File: src/design/pspi_ram.sv
// pspi_ram: generic single-write, single-read memory with registered read
// no dependencies
`timescale 1ns / 1ps

module pspi_ram #(
  parameter int WIDTH = 16,
  parameter int DEPTH = 256
) (
  input  logic                     clk,
  input  logic                     we,
  input  logic [$clog2(DEPTH)-1:0] waddr,
  input  logic [WIDTH-1:0]         wdata,
  input  logic [$clog2(DEPTH)-1:0] raddr,
  output logic [WIDTH-1:0]         rdata
);

  logic [WIDTH-1:0] mem_r [DEPTH];
  logic [WIDTH-1:0] rdata_r;

  always_ff @(posedge clk) begin
    if (we) begin
      mem_r[waddr] <= wdata;
    end
    rdata_r <= mem_r[raddr];
  end

  assign rdata = rdata_r;

endmodule

File: config.mk
export PLATFORM = sky130hd
export DESIGN_NAME = pspi_ram
export DESIGN_NICKNAME = d
export VERILOG_FILES = /design/src/design/pspi_ram.sv
export SDC_FILE = /design/constraint.sdc
export NUM_CORES = 2
export LEC_CHECK = 0
export BUFFER_PORTS_ARGS = -buffer_cell sky130_fd_sc_hd__buf_2
export CAP_MARGIN = 20
export CORE_MARGIN = 8
export CORE_UTILIZATION = 35
export CTS_CLUSTER_DIAMETER = 100
export DETAILED_ROUTE_END_ITERATION = 8
export GPL_TIMING_DRIVEN = 0
export SLEW_MARGIN = 10
export SYNTH_ARGS = -nofsm -noshare
export SYNTH_HDL_FRONTEND = slang
export SYNTH_SLANG_ARGS = --single-unit
File: constraint.sdc
create_clock -name clk -period 7.6 [get_ports clk]
set_input_delay 1.52 -clock clk [delete_from_list [all_inputs] [get_ports clk]]
set_output_delay 1.52 -clock clk [all_outputs]
set_load 0.05 [all_outputs]
==> run metrics <==
Core Region=between 0.4 and 0.5 sq mm; initial antenna violation count=39; layout cells sized above 1=27.4%; clock skew=roughly 0.052 ns; Post-DRT Antenna Nets=0; Synth Area in Simple Gates=under 10%; Final period util=around four fifths; DRC=0; Vias=approximately 83,000; CTS resizes=0; I/O pin count=50; cts bufs inserted=between 300 and 400; layout overhead on the synthesized area=16.7%; Power Density=around 260 mW/mm^2; IO Port Bufs=39; Main synth FF type=edfxtp_1; dpl ws=~0.54 ns; RSZ-0062 raised after global routing=no; sequential-to-total area share from yosys stat=between 70 and 80%; Peak supply drop=just over 0.0002 V; sequential cell area=around 0.12 sq mm; Die X=689 microns; mux share of post-synthesis cell area=between 10% and 20%; CTS tree=yes; vias in the first global route=slightly above 80,000; Routed WL=~500 mm; gr usage total=approximately a fifth; Startpoint Class=input port; max frequency=around 160 MHz; flop2flop setup slack=between 4 and 5 ns; Post-Synth XOR/XNOR Area=0%; Multi-input gate area=0.0336 sq mm; # Post-CTS Setup Buffers=0; final setup violation count=0; Worst Slack Setup Final=1.38 ns; main combinational cell family by area after synthesis=multiplexers; synth cell count leaders=edfxtp_1 (4,096), mux4_2 (797), mux2i_1 (565); Hold Buf Count CTS=0; area leader, netlist=edfxtp_1; total global routing overflow=0; # rows=roughly 250; hpwl dp=between 300 and 400 mm; CP Class=in -> reg; P_leak=57.9 nW; Mapped Area=roughly 0.16 sq mm; Synth Area in Compound Gates=3.54%; die height=slightly below 700 microns; setup_tns=0 ns; Worst Path Max Fanout=10; Root Buffer=clkbuf_16; CP endpoint kind=flop; Register-to-Register Path Depth=6; GP Congestion=about 0.96; Synth cell types=52; H-tree depth=5; r2r endpoint=rdata[9]$_DFF_P_; CTS sink cnt=4,112; Worst-path clk slew=approximately 0.060 ns; via density per instance=between 5 and 6; Hold Crit Depth=1; WP data arrival=between 6 and 7 ns; largest net degree at the start of global routing=137; most common cell in the synthesized netlist=edfxtp_1; die area=approximately 0.48 sq mm; top cells by area, synth=edfxtp_1 (77%), mux4_2 (11%), mux2i_1 (3.6%); initial core utilization=between 30% and 40%; worst rel slew slack=a little over a tenth; final net count=slightly above 8,000; Starting DRT DRC Count=around 12,000; iteration count of the initial detailed-routing pass=8; critical register-to-register path startpoint=mem_r[139][9]$_DFFE_PP_; post-synthesis adder-cell area fraction=0%; Fill cells=approximately 39,000; top-area cell type share of the netlist area=between 70% and 80%; minimum clock period=approximately 6.2 ns; HP Start=wdata[12]; WL/cell=between 30 and 40 microns; fin. max-slew vios=0; Async S/R FF share, synth=0%; first-pass GRT wire length=678 mm; Final Hold Viols=0; Hold Path Class=in -> reg; Longest Clk Path Bufs=4; yosys warns=0; actual slew at the worst max-slew pin=between 1 and 1.5 ns; outcome=finished, final reports clean; Endpoint, Worst Hold=mem_r[81][12]$_DFFE_PP_; worst-skew pair later-pin latency=between 1 and 1.5 ns; Synth Register Bits=a little over 4,000; WP data required=~8.4 ns; Mapped Cells=roughly 7,400; Avg Cell Area, Syn=about 22 sq um; Post-synth EDFFs=between 4,000 and 5,000; max-cap viol count=0; critical path launch point=raddr[2]; Net Count, Synth=about 7,400; hold slack=around 0.86 ns
## critical path, cell delays in order
cell      delay (ns)
buf_2           0.47
clkbuf_2        0.71
buf_2           0.68
clkbuf_1        0.81
clkbuf_1        0.91
a21oi_1         0.07
nor3_1          0.54
nor3_1          0.35
nor4_1          0.82
## layout by cell type (no fill, tap or decap), types with 33 or more instances in the layout
| master | n |
|---|---|
| mux2i_1 | 565 |
| mux4_2 | 797 |
| clkbuf_1 | 279 |
| o221ai_1 | 252 |
| nand2_1 | 38 |
| o22ai_1 | 148 |
| edfxtp_1 | 4096 |
| o21ai_0 | 37 |
| clkbuf_2 | 33 |
| buf_16 | 39 |
| clkinv_1 | 95 |
| a22oi_1 | 43 |
| clkinv_2 | 70 |
| nand3_1 | 35 |
| mux2_2 | 88 |
| buf_4 | 36 |
| buf_8 | 231 |
| buf_6 | 122 |
| a21oi_1 | 175 |
| nor3_1 | 91 |
| nor2_1 | 47 |
| nor2_2 | 238 |
| buf_2 | 109 |
| clkbuf_16 | 398 |
## kinds of logic (layout without fill, tap and decap cells)
| logic type | after synthesis | after routing |
|---|---|---|
| AND/OR/NAND/NOR | 556 | 556 |
| flip-flops | 4112 | 4112 |
| AO/OA/AOI/OAI | 786 | 786 |
| buffers and inverters | 456 | 1543 |
| other | 0 | 19 |
| multiplexers | 1450 | 1450 |
## how the worst max path moves through the flow
stage               slack, ns  depth (start not counted)                      end
detailed placement       0.54                          9         rdata[9]$_DFF_P_
CTS                      1.57                          9         rdata[9]$_DFF_P_
global placement        -1.08                          9         rdata[1]$_DFF_P_
floorplan                3.92                          6  mem_r[235][0]$_DFFE_PP_
finish                   1.38                          9         rdata[9]$_DFF_P_
global route             1.65                          9         rdata[9]$_DFF_P_
## cell type report
cell class | count | area share, %
antenna | 19 | 0.0257
sequential | 4112 | 66.6
multi-input combinational | 2792 | 18.1
buffer | 452 | 1.47
tap | 5976 | 4.04
clock inverter | 241 | 1.27
clock buffer | 484 | 5.57
inverter | 4 | 0.00811
timing repair buffer | 362 | 2.91
## sequential cells by signal, summed over array words and instances (netlist names)
register  count
rdata        16
mem_r      4096
## power by group
part           switching, mW  internal (mW)
Combinational           2.01          0.874
Sequential            0.0165           25.0
Clock                   8.65           10.7
## per-layer routing
metal,GRT usage (%),wire length (microns),vias up
met5,0,93,-
met4,9.38,27600,14
met3,5.39,56400,977
met2,31.8,228000,5087
met1,27.0,190000,44370
li1,-,-,32884
## stage by stage
step	std cells	cell area [sq um]	utilization, %	total power, mW
6_report	14442	185000	41.0	47.3
4_1_cts	14413	185000	40.9	47.4
3_5_place_dp	13688	172000	38.1	28.3
2_1_floorplan	7360	159000	-	26.8
3_3_place_gp	13375	166000	36.8	28.3
5_1_grt	14427	185000	41.0	48.3
No activity file was read; power rests on OpenSTA's default activity.
