[src/design/pspi_pkg.sv]
// pspi_pkg: shared sizes, beat types, opcodes and memory request structs
// for the per-symbol position index; no dependencies
`timescale 1ns / 1ps

package pspi_pkg;

  localparam int NUM_SYMBOLS = 256;
  localparam int LIST_DEPTH  = 16;
  localparam int POS_WIDTH   = 16;

  localparam int SYM_W       = $clog2(NUM_SYMBOLS);
  localparam int IDX_W       = $clog2(LIST_DEPTH);
  localparam int LEN_W       = $clog2(LIST_DEPTH + 1);
  localparam int STORE_DEPTH = NUM_SYMBOLS * (1 << IDX_W);
  localparam int STORE_AW    = SYM_W + IDX_W;

  typedef enum logic [1:0] {
    OP_APPEND = 2'd0,
    OP_DELETE = 2'd1,
    OP_QUERY  = 2'd2,
    OP_CLEAR  = 2'd3
  } opcode_t;

  localparam logic STATUS_OK   = 1'b0;
  localparam logic STATUS_FULL = 1'b1;

  typedef logic [POS_WIDTH-1:0] pos_t;
  typedef logic [LEN_W-1:0]     len_t;
  typedef logic [SYM_W-1:0]     sym_t;

  typedef struct packed {
    opcode_t     opcode;
    logic [7:0]  symbol;
    logic [15:0] position;
  } in_beat_t;

  typedef struct packed {
    logic [15:0] next_position;
    logic        status;
  } out_beat_t;

  typedef struct packed {
    logic                we;
    logic [STORE_AW-1:0] waddr;
    pos_t                wdata;
    logic [STORE_AW-1:0] raddr;
  } store_req_t;

  typedef struct packed {
    logic we;
    sym_t waddr;
    len_t wdata;
    sym_t raddr;
  } len_req_t;

  function automatic pos_t to_pos(input logic [15:0] p);
    logic [POS_WIDTH+15:0] ext;
    ext = {{POS_WIDTH{1'b0}}, p};
    return ext[POS_WIDTH-1:0];
  endfunction

  function automatic logic [15:0] to_field(input pos_t v);
    logic [POS_WIDTH+15:0] ext;
    ext = {16'h0000, v};
    return ext[15:0];
  endfunction

endpackage

[src/design/pspi_seq.sv]
// pspi_seq: sequencer that reads, modifies and writes back the list lengths
// and the position store; uses pspi_pkg
`timescale 1ns / 1ps

module pspi_seq import pspi_pkg::*; (
  input  logic       clk,
  input  logic       rst_n,
  input  logic       in_valid,
  output logic       in_stall,
  input  in_beat_t   in_data,
  output store_req_t st_req,
  input  pos_t       st_rdata,
  output len_req_t   ln_req,
  input  len_t       ln_rdata,
  output logic       res_valid,
  output out_beat_t  res_data,
  input  logic       res_ready
);

  typedef enum logic [1:0] {ST_IDLE, ST_LEN, ST_SCAN, ST_DONE} state_t;

  state_t           state_r, state_nxt;
  opcode_t          op_r, op_nxt;
  sym_t             sym_r, sym_nxt;
  logic             symok_r, symok_nxt;
  pos_t             pos_r, pos_nxt;
  len_t             len_r, len_nxt;
  len_t             di_r, di_nxt;
  len_t             wr_r, wr_nxt;
  out_beat_t        res_r, res_nxt;
  logic [NUM_SYMBOLS-1:0] vld_r, vld_nxt;

  len_t len_cur;
  len_t di_inc;
  len_t wr_inc;
  logic keep;
  logic last;

  assign len_cur = vld_r[sym_r] ? ln_rdata : '0;
  assign di_inc  = di_r + LEN_W'(1);
  assign last    = (di_inc == len_r);
  assign keep    = (st_rdata != pos_r);
  assign wr_inc  = wr_r + LEN_W'(keep);

  always_comb begin
    state_nxt = state_r;
    op_nxt    = op_r;
    sym_nxt   = sym_r;
    symok_nxt = symok_r;
    pos_nxt   = pos_r;
    len_nxt   = len_r;
    di_nxt    = di_r;
    wr_nxt    = wr_r;
    res_nxt   = res_r;
    vld_nxt   = vld_r;
    in_stall  = 1'b1;
    res_valid = 1'b0;

    st_req.we    = 1'b0;
    st_req.waddr = {sym_r, wr_r[IDX_W-1:0]};
    st_req.wdata = st_rdata;
    st_req.raddr = {sym_r, di_inc[IDX_W-1:0]};

    ln_req.we    = 1'b0;
    ln_req.waddr = sym_r;
    ln_req.wdata = wr_inc;
    ln_req.raddr = sym_r;

    unique case (state_r)
      ST_IDLE: begin
        in_stall     = 1'b0;
        ln_req.raddr = in_data.symbol[SYM_W-1:0];
        if (in_valid) begin
          op_nxt    = in_data.opcode;
          sym_nxt   = in_data.symbol[SYM_W-1:0];
          symok_nxt = ({1'b0, in_data.symbol} < 9'(NUM_SYMBOLS));
          pos_nxt   = to_pos(in_data.position);
          res_nxt   = '0;
          state_nxt = ST_LEN;
        end
      end
      ST_LEN: begin
        len_nxt   = len_cur;
        di_nxt    = '0;
        wr_nxt    = '0;
        state_nxt = ST_DONE;
        if (op_r == OP_CLEAR) begin
          vld_nxt = '0;
        end else if (symok_r) begin
          unique case (op_r)
            OP_APPEND: begin
              if (len_cur >= LEN_W'(LIST_DEPTH)) begin
                res_nxt.status = STATUS_FULL;
              end else begin
                st_req.we     = 1'b1;
                st_req.waddr  = {sym_r, len_cur[IDX_W-1:0]};
                st_req.wdata  = pos_r;
                ln_req.we     = 1'b1;
                ln_req.wdata  = len_cur + LEN_W'(1);
                vld_nxt[sym_r] = 1'b1;
              end
            end
            OP_DELETE, OP_QUERY: begin
              st_req.raddr = {sym_r, {IDX_W{1'b0}}};
              if (len_cur != '0) begin
                state_nxt = ST_SCAN;
              end
            end
            default: begin
              state_nxt = ST_DONE;
            end
          endcase
        end
      end
      ST_SCAN: begin
        di_nxt = di_inc;
        if (op_r == OP_QUERY) begin
          if (st_rdata > pos_r) begin
            res_nxt.next_position = to_field(st_rdata);
            state_nxt = ST_DONE;
          end else if (last) begin
            state_nxt = ST_DONE;
          end
        end else begin
          st_req.we = keep;
          wr_nxt    = wr_inc;
          if (last) begin
            ln_req.we = 1'b1;
            state_nxt = ST_DONE;
          end
        end
      end
      ST_DONE: begin
        res_valid = 1'b1;
        if (res_ready) begin
          state_nxt = ST_IDLE;
        end
      end
      default: begin
        state_nxt = ST_IDLE;
      end
    endcase
  end

  always_ff @(posedge clk) begin
    if (!rst_n) begin
      state_r <= ST_IDLE;
      vld_r   <= '0;
    end else begin
      state_r <= state_nxt;
      vld_r   <= vld_nxt;
    end
    op_r    <= op_nxt;
    sym_r   <= sym_nxt;
    symok_r <= symok_nxt;
    pos_r   <= pos_nxt;
    len_r   <= len_nxt;
    di_r    <= di_nxt;
    wr_r    <= wr_nxt;
    res_r   <= res_nxt;
  end

  assign res_data = res_r;

`ifndef SYNTHESIS
  a_scan_in_range: assert property (@(posedge clk) disable iff (!rst_n)
    (state_r == ST_SCAN) |-> (di_r < len_r))
    else $error("scan index past list length");

  a_wr_behind_rd: assert property (@(posedge clk) disable iff (!rst_n)
    (state_r == ST_SCAN) |-> (wr_r <= di_r))
    else $error("compaction write ahead of read");

  a_len_bound: assert property (@(posedge clk) disable iff (!rst_n)
    ln_req.we |-> (ln_req.wdata <= LEN_W'(LIST_DEPTH)))
    else $error("list length written beyond depth");

  a_store_wr_state: assert property (@(posedge clk) disable iff (!rst_n)
    st_req.we |-> (state_r == ST_LEN || state_r == ST_SCAN))
    else $error("position store written outside an operation");
`endif

endmodule

[config.mk]
export PLATFORM = sky130hd
export DESIGN_NAME = pspi_seq
export DESIGN_NICKNAME = d
export VERILOG_FILES = /design/src/design/pspi_pkg.sv /design/src/design/pspi_seq.sv
export SDC_FILE = /design/constraint.sdc
export NUM_CORES = 1
export LEC_CHECK = 0
export BUFFER_PORTS_ARGS = -buffer_cell sky130_fd_sc_hd__buf_2
export CAP_MARGIN = 20
export CORE_MARGIN = 3
export CORE_UTILIZATION = 29
export CTS_BUF_LIST = sky130_fd_sc_hd__clkbuf_2
export CTS_CLUSTER_SIZE = 16
export DETAILED_ROUTE_END_ITERATION = 8
export SYNTH_ARGS = -nofsm -noshare
export SYNTH_HDL_FRONTEND = slang
export SYNTH_SLANG_ARGS = --single-unit
[constraint.sdc]
create_clock -name clk -period 10.8 [get_ports clk]
set_clock_uncertainty 0.1 [all_clocks]
set_input_delay 3.24 -clock clk [delete_from_list [all_inputs] [get_ports clk]]
set_output_delay 3.24 -clock clk [all_outputs]
set_load 0.005 [all_outputs]
==> flow_summary_export.csv, run 1 <==
group,metric,value,unit
global_route,grt-ovfl-total,0,
global_route,grt_max_degree,115,
cts,cts_tree,"built",
hold_path,hp-start,"vld_r[118]",
detailed_routing,vias_per_cell,4.92,
die,die-width,225,um
timing,fin_crit_sh,85.2,%
cts,cts-htree-levels,3,
timing,setup_viol,0,
cts,cts_made_buffers,82,
pwr,pwr-share-comb,24.1,%
hold_path,min_path_type,"reg2reg",
detailed_routing,routed_wl,36700,um
synth,synth_largest_area_cell,"dfxtp_1",
global_route,track_usage,14.3,%
detailed_routing,drt-initial-drc-count,691,
detailed_routing,num_vias,10700,
synth,synthXorXnorAreaFrac,0.758,%
pwr,seqPwrFrac,46.7,%
cts,cts.clk_slew.worst_paths,80,ps
final_layout,syn_to_final_growth,11.8,%
die,die_area,50500,um2
synth,syn_avg_cell_area,9.98,um2
cts,clockBufferDepth,3,
run,cap_viol_max_count,0,
detailed_routing,drt-pass1-iter-count,5,
cts,insertion_delay,990,ps
synth,synthMuxAreaShare,14.2,%
synth,synth_simple_gate_area_share,14.0,%
pwr,p_int,1910,uW
synth,syn_area,13900,um2
placement,portBuffers,132,
synth,synthAdderAreaFrac,2.53,%
final_layout,drive_gt1_share,24.2,%
die,rows,79,
detailed_routing,wire_per_inst,16.8,um
die,start_util,29.5,%
pwr,powerDensity,188,nW/um2
setup_path,slowest_delay,610,ps
placement,gp_congestion,0.839,
setup_path,startpoint,"st_rdata[13]",
synth,synth_edf_count,58,
final_layout,stdcell_area,15500,um2
timing,fin_crit,9200,ps
final_layout,final_common_cell,"nand2_1",
synth,ys_seq_area_share,49.8,%
setup_path,cpMostUsedCell,"ha_1",
synth,syn_nets,1469,
timing,setup_tns,0,ps
timing,tightestPinTransition,1010,ps
placement,placed_area,14700,um2
synth,ys.flop_type,"dfxtp_1",
pwr,p_sw_share,34.2,%
pwr,switchingPower,996,uW
setup_path,required,7460,ps
timing,slew_headroom,32.4,%
setup_path,crit_type,"in2out",
setup_path,worst_path_max_delay_cell,"or4_1",
timing,finalMaxSlewViolations,0,
detailed_routing,m1WireLength,16100,um
pwr,ir_worst_vdd,0.0651,mV
final_layout,layout.nets,1592,
die,ios,133,
synth,synth_cell_types,51,
final_layout,fillerInstances,4834,
status,status,"finished, final reports clean",
cts,postCtsSetupBuffers,0,
cts,root_buffer,"clkbuf_2",
detailed_routing,drt.antenna.violating_nets,0,
timing,final_hold_viol_count,0,
cts,cts_resized,0,
detailed_routing,wl_met3,2160,um
synth,synth_compound_area_share,12.8,%
setup_path,reg2reg_from,"sym_r[2]",
setup_path,cp-start-kind,"primary input",
pwr,p_leak,0.00571,uW
setup_path,worst_setup_path_end_kind,"output pin",
setup_path,crit_chain,"buf_2 -> ha_1 -> and4_1 -> nand3_1 -> or4_1 -> ha_1 -> ha_1 -> xnor2_1 -> a221oi_1 -> o311a_1 -> buf_2",
global_route,grt_pass1_wl,57800,um
timing,max_freq,0.109,GHz
synth,synth_area_leaders,"dfxtp_1 37%, edfxtp_1 13%, mux4_2 10%",
die,fp.dieH,225,um
global_route,grt_pass1_vias,10600,
synth,synth_top_family_by_area,"multiplexers",
detailed_routing,dr.max_layer_used,"met5",
synth,ys_async_sr_fraction,0,%
placement,dp_hpwl,22800,um
synth,ys_ff_latch,316,
setup_path,cp_max_fo,3,
setup_path,worstPathArrival,5860,ps
cts,ctsHoldBuffers,0,
synth,syn_inst,1390,
detailed_routing,drc,0,
final_layout,mostFrequentLayoutCells,"348 x nand2_1, 258 x dfxtp_1, 240 x o21ai_1",
timing,rsz0062_at_grt,"no",
synth,yosysTopAreaCellShare,37.2,%
global_route,antenna_found_initial,3,
pwr,p_clk_share,29.2,%
detailed_routing,wl_met2,17500,um
cts,clock_sink_count,316,
die,core-area,47000,um2
synth,yosysWarnings,0,
-- power groups by stage --
stage	Combinational, uW	Sequential, uW	Clock [uW]
after floorplan	459	1380	0
after global placement	698	1390	0
after detailed placement	700	1390	0
after CTS	703	1360	885
after global routing	765	1370	943
final	701	1360	850
-- final timing paths --
check,endpoint,slack (ps),depth (start not counted)
worst max-delay path,ln_req[10],1600,11
worst min register to register,vld_r[118],350,2
worst min-delay path,vld_r[118],350,2
worst max register to register,vld_r[13],6010,8
-- flip-flops by register name, summed over array words and instances, names as in the netlist --
signal / cells
vld_r: 256
res_data: 17
pos_r: 16
sym_r: 8
di_r: 5
len_r: 5
wr_r: 5
op_r: 2
state_r: 2
-- cell usage after synthesis (all sizes together) (2+ instances only) --
library cell,instances
and4,2
a2111o,4
nor2,25
nand3,18
ha,28
clkbuf,52
a22o,3
a31oi,5
nand2b,2
a21boi,2
a21o,4
xor2,6
nand2,348
buf,57
mux2,33
and2,27
nor2b,23
mux2i,18
a221o,2
nand4,3
dfxtp,258
a22oi,5
a21oi,9
o21a,2
inv,32
edfxtp,58
a221oi,6
o21ai,266
mux4,63
nor3,6
nand3b,2
or4,3
xnor2,6
-- per-layer routing --
metal | track usage [%] | vias to the layer above
met4 | 5.68 | 4
met5 | 0 | -
met2 | 23.9 | 320
met1 | 18.0 | 5174
li1 | - | 5155
met3 | 3.37 | 78
-- metrics by stage --
step | cells | util [%] | worst slack (ps) | power, uW | hold WS (ps)
5_1_grt | 2182 | 33.0 | 1360 | 3080 | 366
3_3_place_gp | 2035 | 31.3 | 1630 | 2080 | 331
2_1_floorplan | 1390 | - | 2060 | 1830 | 317
6_report | 2182 | 33.0 | 1600 | 2910 | 350
4_1_cts | 2180 | 33.0 | 1590 | 2950 | 352
3_5_place_dp | 2035 | 31.3 | 1620 | 2090 | 339
-- cell type report --
class / instances / area (um2) / area share (%)
clock inverters: 25 / 174 / 1.12
inverters: 32 / 120 / 0.774
diodes: 1 / 2.50 / 0.0161
multi-input cells: 933 / 6150 / 39.6
clock buffers: 120 / 601 / 3.87
flip-flops and latches: 316 / 6910 / 44.5
repair buffers: 148 / 801 / 5.16
well taps: 607 / 759 / 4.90
-- logic make-up (layout without fill, tap and decap cells) --
group	after synthesis	count (layout)
xor gates and xnor gates	12	12
and+or+nand+nor	462	462
other	0	1
muxes	114	114
adders and majority gates	28	28
buffers and inverters	141	325
AOI/OAI and AO/OA	317	317
DFF	316	316
-- worst max-delay path, delay by kind of cell --
kind	cells	cell delay [ps]
simple gates	3	940
fa+ha+maj	3	750
compound gates	2	520
buf+inv	2	240
xor+xnor	1	170
No activity file was read; power rests on OpenSTA's default activity.
==> run 2, diff against run 1 <==
Settings changed: ABC_AREA set to 1, PLACE_DENSITY set to 0.46.
Clock period 10.8 ns to 8.51 ns, I/O delays scaled along.
==> flow_summary_export.csv, run 2 <==
group,metric,value,unit
setup_path,crit_chain,"buf_4 -> o21ai_0 -> nand2_1 -> nand2_1 -> nand2_1 -> nand2_1 -> o21ai_1 -> nand2_1 -> nor2_1 -> nor2_1 -> nor2_1 -> nand2_2 -> nand2_2 -> inv_2 -> nor2_4 -> inv_2 -> nor2_1 -> nand2_1 -> o21ai_0 -> buf_2",
timing,final_hold_viol_count,0,
timing,max_freq,0.131,GHz
cts,clock_sink_count,316,
synth,ys_seq_area_share,42.9,%
run,cap_viol_max_count,0,
die,die_area,58400,um2
detailed_routing,num_vias,15100,
synth,yosysWarnings,0,
final_layout,layout.nets,2626,
hold_path,hold_end,"vld_r[84]",
timing,tightestPinTransition,1160,ps
setup_path,r2r-end,"vld_r[209]",
final_layout,final_common_cell,"nand2_1",
synth,synth.most_common_cell,"nand2_1",
synth,ys_top_cells_by_count,"839 x nand2_1, 332 x inv_1, 305 x nor2_1",
synth,yosysTopAreaCellShare,32.1,%
setup_path,cpMostUsedCell,"nand2_1",
synth,synth_cell_types,33,
setup_path,r2r_cells,18,
timing,finalMaxSlewViolations,0,
cts,root_buffer,"clkbuf_2",
cts,ctsHoldBuffers,0,
setup_path,slowest_delay,730,ps
global_route,track_usage,17.6,%
setup_path,worstPathArrival,4980,ps
pwr,p_leak,0.00704,uW
timing,rsz0062_at_grt,"no",
synth,synth_compound_area_share,13.4,%
cts,clockBufferDepth,3,
cts,postCtsSetupBuffers,0,
synth,ys_ff_latch,316,
placement,dpl_worst_slack,1080,ps
detailed_routing,drt-pass1-iter-count,5,
cts,cts.clk_slew.worst_paths,90,ps
timing,setup_viol,0,
pwr,power,4060,uW
detailed_routing,drt-initial-drc-count,1086,
synth,synth_top_family_by_area,"simple AND/OR/NAND/NOR gates",
detailed_routing,vias_per_cell,4.50,
final_layout,fillerInstances,6073,
final_layout,top_register,"vld_r",
setup_path,worst_path_max_delay_cell,"buf_4",
detailed_routing,drt.antenna.violating_nets,0,
die,start_util,29.6,%
setup_path,rrSetupSlack,3540,ps
detailed_routing,routed_wl,52400,um
hold_path,hp-start,"vld_r[84]",
final_layout,multiInputGateArea,7060,um2
placement,portBuffers,132,
placement,dp_hpwl,31000,um
synth,ys_async_sr_fraction,0,%
synth,syn_nets,2527,
pwr,powerDensity,227,nW/um2
detailed_routing,wire_per_inst,15.6,um
detailed_routing,drc,0,
die,die-width,242,um
status,status,"finished, final reports clean",
setup_path,worst_setup_path_end_kind,"output pin",
cts,cts_tree,"built",
cts,insertion_delay,1080,ps
timing,holdWs,351,ps
cts,cts_resized,0,
synth,synthMuxAreaShare,0,%
placement,gp_congestion,0.821,
synth,synthAdderAreaFrac,2.18,%
synth,ys.flop_type,"dfxtp_1",
global_route,grt_pass1_vias,14300,
final_layout,mostFrequentLayoutCells,"839 x nand2_1, 332 x inv_1, 302 x nor2_1",
synth,synthXorXnorAreaFrac,0.544,%
global_route,grt_max_degree,160,
cts,cts-htree-levels,3,
final_layout,ff_latch_area,6910,um2
synth,synth_edf_count,58,
final_layout,largest_reg_flops,256,
global_route,grt_pass1_wl,81400,um
setup_path,cp_max_fo,82,
die,rows,85,
timing,setup_tns,0,ps
synth,syn_area,16100,um2
die,core-area,54300,um2
global_route,antenna_found_initial,1,
timing,fin_crit,7630,ps
global_route,grt-ovfl-total,0,
setup_path,required,5860,ps
final_layout,syn_to_final_growth,11.3,%
hold_path,min_path_type,"reg2reg",
synth,synth_simple_gate_area_share,27.5,%
synth,syn_inst,2448,
pwr,ir_worst_vdd,0.120,mV
timing,layout_setup_ws,880,ps
setup_path,crit_type,"reg2out",
die,ios,133,
synth,synth_largest_area_cell,"dfxtp_1",
timing,slew_headroom,22.6,%
synth,synth_area_leaders,"dfxtp_1 32%, nand2_1 20%, edfxtp_1 11%",
setup_path,reg2reg_from,"sym_r[0]",
synth,syn_avg_cell_area,6.58,um2
die,fp.dieH,242,um
hold_path,worstHoldPathCells,2,
setup_path,cp-start-kind,"register",
final_layout,drive_gt1_share,12.5,%
timing,fin_crit_sh,89.7,%
cts,cts_made_buffers,94,
## run 2: area by class of cell
cell class              count  share of cell area (%)
multi-input cells        1633                    39.4
flip-flops and latches    316                    38.5
inverters                 338                    7.11
repair buffers            164                    5.39
well taps                 739                    5.16
clock buffers             142                    3.97
clock inverters            19                   0.440
diodes                      1                  0.0140
## run 2: routing by layer
metal	up-vias	GRT usage [%]	wire length, um	part of all wire, %
met5	-	0	0	0
met4	0	6.55	1310	2.5
met3	84	3.35	2770	5.3
met2	389	29.1	23900	46
met1	6934	22.8	24400	47
li1	7689	-	-	-
## run 2: through the flow
stage / instance area, um2 / util [%] / std cells
after floorplan: 16100 / - / 2448
after global placement: 17100 / 31.4 / 3188
after detailed placement: 17100 / 31.4 / 3188
after CTS: 17900 / 32.9 / 3349
after global routing: 17900 / 33.0 / 3352
final: 17900 / 33.0 / 3352
## run 2: worst max path at each step
stage / from / endpoint / cells past startpoint
after floorplan: st_rdata[15] / ln_req[12] / 13
after global placement: st_rdata[15] / ln_req[12] / 15
after detailed placement: st_rdata[15] / ln_req[12] / 15
after CTS: sym_r[0] / ln_req[10] / 22
after global routing: sym_r[0] / ln_req[10] / 20
final: sym_r[0] / ln_req[10] / 20
## run 2: kinds of logic after synthesis
logic type                 count (synthesis)
adders and majority gates                 28
AOI/OAI and AO/OA                        428
xor gates and xnor gates                  10
buffers and inverters                    499
and+or+nand+nor                         1167
DFF                                      316
## run 2: report_power, final
group          internal [uW]  switching [uW]  leakage [uW]
Sequential              1680            65.8       0.00264
Combinational            306             896       0.00377
Clock                    437             679      0.000628
Total                   2420            1640       0.00704
## run 2: worst max-delay path: cells and delay by family, from the launching register on
kind / cells / cell delay (ps)
AO/OA/AOI/OAI: 3 / 420
buffers and inverters: 4 / 1250
flip-flops: 1 / 660
AND/OR/NAND/NOR: 13 / 1520
==> run 3, diff against run 2 <==
Settings changed: ABC_AREA 1 to not set.
==> flow_summary_export.csv, run 3 (synthesized netlist as in run 1, its figures left out) <==
group,metric,value,unit
cts,insertion_delay,970,ps
setup_path,cp-start-kind,"register",
setup_path,critPathBufInv,3,
global_route,grt-ovfl-total,0,
global_route,track_usage,15.5,%
cts,cts.clk_slew.worst_paths,110,ps
detailed_routing,routed_wl,39500,um
global_route,grt_max_degree,165,
setup_path,worst_setup_path_end_kind,"output pin",
final_layout,layout.nets,1604,
timing,fin_crit,7920,ps
die,core-area,47000,um2
cts,cts-htree-levels,3,
setup_path,rrSetupSlack,4070,ps
setup_path,crit_type,"reg2out",
timing,fin_crit_sh,93.0,%
final_layout,mostFrequentLayoutCells,"348 x nand2_1, 258 x dfxtp_1, 240 x o21ai_1",
placement,placed_cells,2042,
final_layout,finish.utilization,33.2,%
cts,postCtsSetupBuffers,0,
die,die_area,50500,um2
timing,rsz0062_at_grt,"no",
final_layout,top_register,"vld_r",
global_route,grt_pass1_vias,10700,
setup_path,worst_path_max_delay_cell,"edfxtp_1",
placement,gp_congestion,0.835,
setup_path,startpoint,"sym_r[2]",
final_layout,drive_gt1_share,25.1,%
final_layout,syn_to_final_growth,12.4,%
timing,setup_viol,0,
pwr,p_leak,0.00578,uW
global_route,grt_pass1_wl,61200,um
cts,cts_made_buffers,88,
cts,root_buffer,"clkbuf_2",
hold_path,worstHoldPathCells,2,
timing,finalMaxSlewViolations,0,
placement,dp_hpwl,25100,um
die,fp.dieH,225,um
detailed_routing,drt.antenna.violating_nets,0,
run,cap_viol_max_count,0,
pwr,powerDensity,240,nW/um2
cts,clockBufferDepth,3,
setup_path,worstPathArrival,5260,ps
placement,portBuffers,132,
setup_path,r2r-end,"vld_r[151]",
setup_path,r2r_cells,9,
detailed_routing,drt-initial-drc-count,623,
timing,max_freq,0.126,GHz
detailed_routing,drc,0,
setup_path,required,5860,ps
detailed_routing,drt-pass1-iter-count,5,
detailed_routing,wire_per_inst,17.9,um
die,die-width,225,um
setup_path,endpoint,"ln_req[10]",
setup_path,cp_num_cells,14,
setup_path,slowest_delay,670,ps
timing,setup_tns,0,ps
hold_path,min_path_type,"reg2reg",
pwr,ir_worst_vdd,0.109,mV
cts,ctsHoldBuffers,0,
final_layout,final_common_cell,"nand2_1",
cts,clock_sink_count,316,
hold_path,hp-start,"vld_r[121]",
detailed_routing,num_vias,10500,
timing,slew_headroom,32.4,%
timing,tightestPinTransition,1010,ps
timing,final_hold_viol_count,0,
cts,cts_resized,0,
setup_path,critical-path-top-delay-family,"compound AO/OA/AOI/OAI gates",
cts,cts_tree,"built",
setup_path,cp_max_fo,40,
detailed_routing,vias_per_cell,4.78,
final_layout,largest_reg_flops,256,
timing,holdWs,348,ps
die,rows,79,
setup_path,reg2reg_from,"sym_r[2]",
setup_path,crit_chain,"buf_4 -> mux4_2 -> mux4_2 -> a21oi_1 -> a221o_1 -> a31oi_2 -> nand2_1 -> inv_1 -> ha_1 -> nand3b_1 -> nor2_1 -> a221oi_1 -> o311a_1 -> buf_2",
global_route,antenna_found_initial,3,
status,status,"finished, final reports clean",
setup_path,cpMostUsedCell,"mux4_2",
die,start_util,29.5,%
die,ios,133,
final_layout,instances_no_fill,2203,
pwr,power,3740,uW
-- run 3: per-layer routing --
layer / vias up / part of all wire [%] / wire length, um / track usage, %
met5: - / 0 / 0 / 0
li1: 5167 / - / - / -
met4: 0 / 1.7 / 659 / 4.65
met2: 260 / 47 / 18600 / 25.5
met1: 5040 / 46 / 18100 / 20.3
met3: 56 / 5.2 / 2070 / 3.73
-- run 3: final cells by class --
cell class,count,area [um2]
diodes,3,7.51
clock inverters,19,98.8
repair buffers,154,851
inverters,32,120
well taps,607,759
multi-input cells,933,6150
clock buffers,139,696
fillers,4923,31400
flip-flops and latches,316,6910
-- run 3: stage by stage --
| step | instance area [um2] | setup slack, ps |
|---|---|---|
| final | 15600 | 594 |
| after detailed placement | 14800 | 634 |
| after global placement | 14800 | 689 |
| after global routing | 15600 | 195 |
| after CTS | 15600 | 452 |
| after floorplan | 13900 | 1150 |
-- run 3: power by group --
part	switching (uW)	internal [uW]	total [uW]
Clock	643	457	1100
Sequential	69.1	1660	1730
Combinational	577	333	910
Total	1290	2450	3740
-- run 3: how the worst min path moves through the flow --
| stage | slack [ps] | end |
|---|---|---|
| global placement | 330 | vld_r[161] |
| CTS | 350 | vld_r[34] |
| global route | 360 | vld_r[54] |
| finish | 350 | vld_r[121] |
| floorplan | 320 | vld_r[152] |
| detailed placement | 340 | vld_r[34] |
-- run 3: worst reg2reg max path: stages, from the launching register on --
cell and delay (ps):
edfxtp_1 670, buf_4 620, nor2b_1 280, a22oi_1 140
a31oi_1 230, a21oi_1 110, a221o_1 390, a31oi_2 530
a2111o_4 950, o21ai_0 230
